**src/design/cpc_pkg.sv**
```systemverilog
// cpc_pkg: widths, codes and types shared by the coprime pair counter
// used by cpc_divider, cpc_factor_table and coprime_pair_counter_core
package cpc_pkg;

  localparam int MAX_VALUE = 16383;
  localparam int VAL_W     = $clog2(MAX_VALUE + 1);
  localparam int TBL_DEPTH = MAX_VALUE + 1;
  localparam int DIV_W     = 32;
  localparam int CNT_W     = $clog2(DIV_W + 1);
  localparam int COUNT_W   = 28;
  // distinct primes of any value up to 65535 never exceed six
  localparam int NPRIM_MAX = 6;
  localparam int KW        = $clog2(NPRIM_MAX + 1);

  localparam logic [VAL_W-1:0] MAX_V = VAL_W'(MAX_VALUE);

  localparam logic [1:0] ST_OK       = 2'd0;
  localparam logic [1:0] ST_DIV_ZERO = 2'd1;
  localparam logic [1:0] ST_RANGE    = 2'd2;

  typedef struct packed {
    logic [VAL_W-1:0] prime;
    logic [VAL_W-1:0] cofactor;
  } fentry_t;

  typedef enum logic [3:0] {
    T_CLEAR,
    T_SV_RD,
    T_SV_CHK,
    T_MK_RD,
    T_MK_CHK,
    T_CF_RD,
    T_CF_CHK,
    T_CJ_RD,
    T_CJ_CHK,
    T_CJ_WR,
    T_DONE
  } tbl_state_t;

  typedef enum logic [3:0] {
    S_INIT,
    S_IDLE,
    S_DIVX,
    S_DIVY,
    S_STEP,
    S_FACT_RD,
    S_FACT_WAIT,
    S_TERM_MUL,
    S_TERM_DIV,
    S_COMMIT,
    S_OUT
  } top_state_t;

endpackage

```
**src/design/cpc_divider.sv**
```systemverilog
// cpc_divider: restoring divider, one quotient bit per cycle
// full width or short (VAL_W bit numerator) mode; depends on cpc_pkg
module cpc_divider (
  input  logic                      clk,
  input  logic                      rst_n,
  input  logic                      start,
  input  logic                      short_op,
  input  logic [cpc_pkg::DIV_W-1:0] num,
  input  logic [cpc_pkg::DIV_W-1:0] den,
  output logic                      done,
  output logic [cpc_pkg::DIV_W-1:0] quo
);
  import cpc_pkg::*;

  logic [DIV_W-1:0] rem_r, quo_r, den_r;
  logic [CNT_W-1:0] cnt_r;
  logic             done_r;
  logic [DIV_W:0]   rem_sh, rem_sub;
  logic             ge;

  always_comb begin
    rem_sh  = {rem_r, quo_r[DIV_W-1]};
    ge      = rem_sh >= {1'b0, den_r};
    rem_sub = rem_sh - {1'b0, den_r};
  end

  always_ff @(posedge clk) begin
    if (!rst_n) begin
      cnt_r  <= '0;
      done_r <= 1'b0;
    end else begin
      done_r <= 1'b0;
      if (start) begin
        cnt_r <= short_op ? CNT_W'(VAL_W) : CNT_W'(DIV_W);
      end else if (cnt_r != '0) begin
        cnt_r <= cnt_r - 1'b1;
        if (cnt_r == CNT_W'(1)) done_r <= 1'b1;
      end
    end
  end

  always_ff @(posedge clk) begin
    if (start) begin
      rem_r <= '0;
      den_r <= den;
      // short mode puts the numerator at the top so only VAL_W steps are run
      quo_r <= short_op ? {num[VAL_W-1:0], {(DIV_W-VAL_W){1'b0}}} : num;
    end else if (cnt_r != '0) begin
      rem_r <= ge ? rem_sub[DIV_W-1:0] : rem_sh[DIV_W-1:0];
      quo_r <= {quo_r[DIV_W-2:0], ge};
    end
  end

  assign done = done_r;
  assign quo  = quo_r;

endmodule

```
**config.mk**
```make
export PLATFORM = sky130hd
export DESIGN_NAME = cpc_divider
export DESIGN_NICKNAME = d
export VERILOG_FILES = /design/src/design/cpc_pkg.sv /design/src/design/cpc_divider.sv
export SDC_FILE = /design/constraint.sdc
export NUM_CORES = 1
export LEC_CHECK = 0
export ABC_AREA = 1
export BUFFER_PORTS_ARGS = -buffer_cell sky130_fd_sc_hd__buf_2
export CORE_UTILIZATION = 60
export CTS_BUF_LIST = sky130_fd_sc_hd__clkbuf_2 sky130_fd_sc_hd__clkbuf_4 sky130_fd_sc_hd__clkbuf_8
export CTS_CLUSTER_SIZE = 40
export DETAILED_ROUTE_END_ITERATION = 7
export GPL_ROUTABILITY_DRIVEN = 0
export PLACE_DENSITY = 0.83
export RECOVER_POWER = 100
export SKIP_LAST_GASP = 1
export SLEW_MARGIN = 20
export SYNTH_ARGS = -nofsm -noshare
export SYNTH_HDL_FRONTEND = slang
export SYNTH_SLANG_ARGS = --single-unit
```
**constraint.sdc**
```tcl
create_clock -name clk -period 5.1 [get_ports clk]
set_clock_uncertainty 0.1 [all_clocks]
set_input_delay 0.255 -clock clk [delete_from_list [all_inputs] [get_ports clk]]
set_output_delay 0.255 -clock clk [all_outputs]
set_load 0.05 [all_outputs]
```
==> summary.md <==
| Metric | Value |
|---|---|
| Outcome | complete, but fails checks |
| Failing checks | capacitance limit, slew limit |
| Critical path type | reg2reg |
| Slew @ Worst Pin | 2000 ps |
| Seq/Total Area, Yosys | 38.6% |
| Post-layout min period | about 3700 ps |
| YS warnings | 0 |
| Grt ovf | 0 |
| Number of buffers added on ports | 100 |
| Vias | about 6.6k |
| Post-synth ARST share | 0% |
| Final Hold Vio Count | 0 |
| Cell Area, Synth | around 0.0070 sq mm |
| Post-CTS setup buffers | 0 |
| CTS clk-pin slew, worst paths | around 120 ps |
| Initial antenna violation count | 0 |
| Net Count, Synth | 1102 |
| Number of synthesized flops with an enable pin | 64 |
| Antenna Nets Post-Route | 0 |
| Gr usage total | a little under a third |
| CP Max Fanout | 33 |
| Mapped Cells | 999 |
| Yosys reg bits | ~100 |
| Critical Path AT | 3760 ps |
| Largest net degree at the start of global routing | 45 |
| Max-slew violations | 105 |
| VDD IR max | between 0.0003 and 0.0004 V |
| RSZ-0062 raised after global routing | no |
| # DRC | 0 |
| CORE AREA | ~0.011 sq mm |
| Top_reg_cell synth | edfxtp_1 |
| Fin crit share | 73.4% |
| Max Buffers Root-to-Sink | 2 |
| Worst setup SP type | flip-flop |
| DRT Pass-1 Iters | 6 |
| FMAX | 267 MHz |
| GR Util met1 | 37.3% |
| Power density cells | 312 mW/mm^2 |
| Area leader, netlist | edfxtp_1 |
| Fin util | 70.6% |
| H-tree depth | 3 |
| Hold path depth | 3 |
| DP Area | 0.00758 sq mm |
| Worst Path Required | about 5100 ps |
| Leak | 4.30 nW |
| N_diodes | 0 |
| Vias in the first global route | slightly above 6k |
| Clk_lat worst skew | 410 ps |
| Hold WS | between 20 and 30 ps |
| Setup Viol. Count Final | 0 |
| Endpoint class of the critical path | flip-flop |
| DPL Wire Length | 12500 um |
| Via density | 5.16 |
| Mean Syn Cell Area | 7.01 sq um |
| CP Cell Sequence | inv_1, ha_1, nand2_1, clkinv_1, nand2_1, nand2_1, clkinv_1, nand3_1, nand2_2, nand2_1, nand2_1, nand2_4, nand2_1, o21ai_0 |
| Nets@finish | 1226 |
| Post-CTS sizing | 0 |
| First-pass GRT wire length | 27900 um |
| GR Util met3 | 6.47% |
| R2R cell count | 14 |
| Cell mode on critical path | nand2_1 |
| I/O pin count | 101 |
| Clk root buf | clkbuf_8 |
| Top post-synthesis cells by area | edfxtp_1, nand2_1, inv_1, dfxtp_1, ha_1 |
| Most frequent cells in the layout | nand2_1, inv_1, nand3_1, buf_2, edfxtp_1 |
| Post-Route WL | 17000 um |
| P&R area growth vs syn | 14.6% |
| Total negative slack | 0 ps |
| Detailed Route Iter0 Violations | 456 |
| Min-Delay Path Class | in2reg |
| Crit path buffers/inverters | 3 |
| CP top delay family | simple AND/OR/NAND/NOR gates |
| Die X | 110 um |
| Cell count along the critical path | 14 |
| Chip height | 110 um |
| Synth top area share | 27.5% |
| Met2 usage | roughly half |
| Slew headroom | -33.1% |
| Final Instance Area | 0.00802 sq mm |
| Wirelength per Cell | 13.4 um |
| Busiest grt layer | met2 |
| CTS buffer count | 9 |
| Critical path's slowest cell | nand2_1 |
| Fillers | 1009 |
| Most common cell after layout, fill and taps aside | nand2_1 |
| Yosys cell types | 40 |
| Max cap viols | 3 |
| CTS tree | yes |
| Rows | 39 |
| Sinks on Clock Net | 103 |
| Slowest stage delay, CP | ~970 ps |
| Die footprint | 0.0121 sq mm |
| Fraction of layout cells with a size suffix above 1 | 9.22% |
| Initial Util | 61.6% |
==> state kept, by name, indices dropped and copies added (netlist names) <==
signal  cells
den_r      32
quo        32
rem_r      32
cnt_r       6
done        1
==> through the flow <==
| step | power, mW | cells | worst slack, ps |
|---|---|---|---|
| 6_report | 2.50 | 1271 | 1360 |
| 5_1_grt | 2.64 | 1271 | 963 |
| 4_1_cts | 2.53 | 1271 | 2100 |
| 3_5_place_dp | 1.97 | 1223 | 2100 |
| 3_3_place_gp | 1.96 | 1223 | 2130 |
| 2_1_floorplan | 1.77 | 999 | 2530 |
==> synth_stat cells (14+ instances only) <==
library cell,instances
nand3b_1,16
xnor2_1,14
a21oi_1,23
edfxtp_1,64
nand2_1,357
dfxtp_1,39
o221ai_1,14
nand3_1,65
o21ai_0,21
inv_1,215
nor2_1,42
ha_1,34
==> power breakdown <==
| part | switching (mW) | leakage [nW] | total [mW] | internal, mW |
|---|---|---|---|---|
| sequential | 0.0610 | 0.979 | 1.07 | 1.01 |
| clock | 0.338 | 0.102 | 0.536 | 0.198 |
| combinational | 0.633 | 3.22 | 0.891 | 0.258 |
| total | 1.03 | 4.30 | 2.50 | 1.47 |
==> logic make-up after synthesis <==
kind of cell / after synthesis / synth area share, %
AND/OR/NAND/NOR: 525 / 32.6
adder cells (fa/ha/maj): 35 / 6.36
flip-flops: 103 / 38.6
AO/OA/AOI/OAI: 76 / 6.52
XOR/XNOR: 18 / 2.25
buffers and inverters: 242 / 13.6
==> area by class of cell <==
class | count | area, sq um | area share (%)
clock inverters | 7 | 87.6 | 1.09
well taps | 143 | 179 | 2.23
flip-flops and latches | 103 | 2700 | 33.7
inverters | 219 | 822 | 10.2
clock buffers | 9 | 124 | 1.54
multi-input cells | 654 | 3310 | 41.3
repair buffers | 136 | 797 | 9.94
==> final timing paths <==
| check | end | startpoint | slack [ps] |
|---|---|---|---|
| worst max register to register | quo[0]$_DFFE_PP_ | den_r[8]$_DFFE_PP_ | 1360 |
| worst min-delay path | cnt_r[4]$_SDFFE_PN0P_ | rst_n | 30 |
| worst min register to register | rem_r[28]$_SDFFE_PP0P_ | rem_r[28]$_SDFFE_PP0P_ | 380 |
| worst max-delay path | quo[0]$_DFFE_PP_ | den_r[8]$_DFFE_PP_ | 1360 |
==> repair_timing <==
action,4_1_cts,5_1_grt
hold buffers,32,0
hold endpoints to repair,32,0
endpoints found under the setup margin,0,0
==> routing by layer <==
layer,vias to the layer above,part of all wire [%]
met1,2937,44
met4,0,3.4
met5,-,0
met2,230,46
met3,47,6.1
li1,3350,-
==> worst min-delay path: stages <==
cell	delay (ps)
buf_2	120
nand2_1	80
nor2_1	40
(Power assumes the default switching activity.)
